$ cat config.mk
export PLATFORM = sky130hd
export DESIGN_NAME = pcs_div
export DESIGN_NICKNAME = d
export VERILOG_FILES = /design/src/rtl/pcs_pkg.sv /design/src/rtl/pcs_div.sv
export SDC_FILE = /design/constraint.sdc
export NUM_CORES = 1
export LEC_CHECK = 0
export BUFFER_PORTS_ARGS = -buffer_cell sky130_fd_sc_hd__buf_4
export CORE_ASPECT_RATIO = 1.1
export CORE_UTILIZATION = 40
export DETAILED_ROUTE_END_ITERATION = 8
export HOLD_SLACK_MARGIN = 0.15
export PLACE_DENSITY = 0.69
export RECOVER_POWER = 50
export SLEW_MARGIN = 20
export SYNTH_ARGS = -nofsm -noshare
export SYNTH_HDL_FRONTEND = slang
export SYNTH_SLANG_ARGS = --single-unit
$ cat constraint.sdc
create_clock -name clk -period 7.4 [get_ports clk]
set_input_delay 0.37 -clock clk [delete_from_list [all_inputs] [get_ports clk]]
set_output_delay 0.37 -clock clk [all_outputs]
set_load 0.01 [all_outputs]
$ cat src/rtl/pcs_pkg.sv
// Shared constants for the prime counting sieve.
// No dependencies; imported by every module of the block.
`timescale 1ns / 1ps
package pcs_pkg;
  localparam int unsigned N_BITS_DEF      = 24;
  localparam int unsigned TABLE_DEPTH_DEF = 8192;
endpackage

$ cat src/rtl/pcs_div.sv
// Restoring unsigned divider, one quotient bit per cycle.
// Uses pcs_pkg for default widths.
`timescale 1ns / 1ps
module pcs_div import pcs_pkg::*; #(
  parameter int unsigned N_BITS = N_BITS_DEF
) (
  input  logic              clk,
  input  logic              rst_n,
  input  logic              start,
  input  logic [N_BITS-1:0] dividend,
  input  logic [N_BITS-1:0] divisor,
  output logic              done,
  output logic [N_BITS-1:0] quotient
);
  localparam int unsigned CW = $clog2(N_BITS + 1);

  logic            busy_r;
  logic            done_r;
  logic [CW-1:0]   cnt_r;
  logic [N_BITS:0] rem_r;
  logic [N_BITS-1:0] quo_r;
  logic [N_BITS-1:0] dsr_r;
  logic [N_BITS:0] shifted;
  logic [N_BITS:0] trial;

  assign shifted = {rem_r[N_BITS-1:0], quo_r[N_BITS-1]};
  assign trial   = shifted - {1'b0, dsr_r};

  always_ff @(posedge clk) begin
    if (!rst_n) begin
      busy_r <= 1'b0;
      done_r <= 1'b0;
      cnt_r  <= '0;
    end else begin
      done_r <= 1'b0;
      if (start) begin
        busy_r <= 1'b1;
        cnt_r  <= CW'(N_BITS);
        rem_r  <= '0;
        quo_r  <= dividend;
        dsr_r  <= divisor;
      end else if (busy_r) begin
        // keep the partial remainder when the trial subtraction borrows
        rem_r <= trial[N_BITS] ? shifted : trial;
        quo_r <= {quo_r[N_BITS-2:0], ~trial[N_BITS]};
        cnt_r <= cnt_r - CW'(1);
        if (cnt_r == CW'(1)) begin
          busy_r <= 1'b0;
          done_r <= 1'b1;
        end
      end
    end
  end

  assign done     = done_r;
  assign quotient = quo_r;
endmodule
==> qor.yml <==
synth_area_um2: 4533
synth_flop_cell: "edfxtp_1"
final_util_pct: 49.22
h-tree-depth: 3
ys_ff_latch: 79
dieHeight_um: 113.7
drt_pass1_iterations: 4
slew_violations: 108
instances_no_fill: 633
grt_pass1_wl_um: 15080
netlist_top_cells_area: "edfxtp_1 48%, ha_1 7.2%, mux2_2 5.7%"
first_global_vias: 3221
cts_num_sinks: 79
root_buffer: "clkbuf_16"
tritoncts: "yes"
status: "finished, violations left"
synth.top_cell.area_share_pct: 47.70
crit_fanout: 57
wl_per_cell_um: 14.34
grt_antenna_before_repair: 0
reg2reg_from: "quotient[23]"
cts_setup_buffers: 0
avgViaCountPerCell: 5.136
rsz0062_at_grt: "no"
power_density_nw_per_um2: 241.6
pin_count: 76
ir_worst_vdd_mv: 0.1214
hpwlAfterDp_um: 6438
end_kind: "flip-flop"
p_leak_nw: 2.228
die_x_um: 103.5
synth_cell_type_count: 48
clk_pin_slew_ns: 0.07
syn_to_final_growth_pct: 19.02
diodes: 0
cts-buffers-inserted: 9
detail_route.iter0.violations: 136
fin_crit_ns: 4.677
clockBufferDepth: 2
coreArea_um2: 10960
vias: 3251
synth-async-reset-ratio_pct: 0
rr_worst_depth: 12
syn_inst: 408
synth_edf_count: 72
crit_path_start: "start"
regArea_um2: 2302
drive_gt1_share_pct: 18.52
fillers: 1014
multiInputGateArea_um2: 2028
final.setup.tns_ns: 0
synth_most_common_cell: "edfxtp_1"
fin_worst_skew_ns: 0.008841
routed_wirelength_um: 9080
hold_slack_ns: 0.2227
synth.avg_cell_area_um2: 11.11
dp_cells: 617
ys_seq_area_share_pct: 50.79
cp-start-kind: "input pin"
ant_nets: 0
fmax_mhz: 213.8
r2r_end: "rem_r[21]"
drc: 0
worst_pin_slew_ns: 2.766
crit_arrival_ns: 4.57
ctsHoldBuffers: 0
hold_class: "input pin to flip-flop"
start_util_pct: 41.36
rows: 40
fin_crit_sh_pct: 63.20
crit_required_ns: 7.29
layout.nets: 559
io_buffers: 75
netlist_top_cells_count: "72 x edfxtp_1, 38 x a21oi_1, 37 x nor2_1"
violations: "max-capacitance violations, max-slew violations"
worst-setup-path-type: "input pin to flip-flop"
clock_latency_ns: 0.34
reg2reg_slack_ns: 3.93
grt.overflow.total: 0
grt_max_degree: 58
crit_end: "rem_r[12]"
slew_headroom_pct: -84.43
post_cts_resized: 0
synth_top_area_cell: "edfxtp_1"
die_area_um2: 11760
grt_use_total_pct: 16.34
gp_congestion: 0.8350
synth_nets: 486
setup_violations: 0
hold_depth: 1
finalHoldViolCount: 0
ys_warn_count: 0
cap_violations: 2
==> stage by stage <==
| stage | setup WS, ns | total power, mW | instance area (um2) |
|---|---|---|---|
| 2_1_floorplan | 4.810 | 0.8178 | 4533 |
| 3_3_place_gp | 4.111 | 0.8949 | 5220 |
| 3_5_place_dp | 4.032 | 0.9025 | 5220 |
| 4_1_cts | 4.016 | 1.322 | 5497 |
| 5_1_grt | 2.275 | 1.375 | 5395 |
| 6_report | 2.723 | 1.304 | 5395 |
==> flip-flops by register name, indices dropped and copies added (netlist names) <==
register,cells
busy_r,1
cnt_r,5
done,1
dsr_r,24
quotient,24
rem_r,24
==> report_power, final <==
group	switching (mW)	internal, mW	leakage [nW]	total, mW
registers	0.0190	0.537	0.747	0.556
clock network	0.185	0.230	0.135	0.415
logic	0.183	0.149	1.35	0.332
==> cells in the final DEF, fill, tap and decap left out, drive strengths merged, types with 3 or more instances in the layout <==
cell / synthesis / final
a21boi: 5 / 5
a21o: 7 / 7
a21oi: 38 / 38
and2: 5 / 5
buf: 7 / 26
clkbuf: 8 / 60
dfxtp: 7 / 7
edfxtp: 72 / 72
ha: 26 / 26
inv: 34 / 38
mux2: 23 / 23
mux2i: 18 / 18
nand2: 22 / 22
nand2b: 7 / 7
nand3: 6 / 6
nand4: 4 / 4
nor2: 37 / 37
o211ai: 3 / 3
o21a: 5 / 5
o21ai: 17 / 17
o21bai: 4 / 4
o31ai: 3 / 3
xnor2: 14 / 14
xor2: 7 / 7
==> cells by family (layout without fill, tap and decap cells) <==
kind of cell    after synthesis  count (layout)  share of synthesized area [%]
fa+ha+maj                    27              27                          7.618
xor+xnor                     21              21                          4.057
buf+inv                      49             127                          4.499
mux                          41              41                          9.688
flops                        79              79                          50.79
simple gates                 98              98                          10.49
compound gates               93              93                          12.86
==> final cells by class <==
class	instances	area share (%)
clock inverters	7	0.9508
inverters	34	2.365
repair buffers	77	8.836
well taps	147	3.409
multi-input cells	280	37.59
clock buffers	9	4.174
flip-flops and latches	79	42.67
==> worst max-delay path, stage by stage <==
cell	delay (ns)
clkbuf_1	1.92
o21a_2	0.27
clkbuf_1	1.96
==> how the worst min path moves through the flow <==
stage / start / endpoint / slack [ns]
after floorplan: cnt_r[1] / cnt_r[1] / 0.47
after global placement: cnt_r[1] / cnt_r[1] / 0.48
after detailed placement: cnt_r[1] / cnt_r[1] / 0.51
after CTS: divisor[22] / dsr_r[22] / 0.18
after global routing: divisor[22] / dsr_r[22] / 0.20
final: divisor[22] / dsr_r[22] / 0.22
==> metal layers <==
layer / routed length, um / track usage [%] / part of all wire (%) / vias to the layer above
met3: 506 / 5.486 / 5.6 / 7
met2: 4365 / 27.70 / 48 / 80
li1: - / - / - / 1635
met4: 117 / 6.087 / 1.3 / 0
met5: 0 / 0 / 0 / -
met1: 4090 / 19.33 / 45 / 1529
Power figures use the tool's default switching activity.
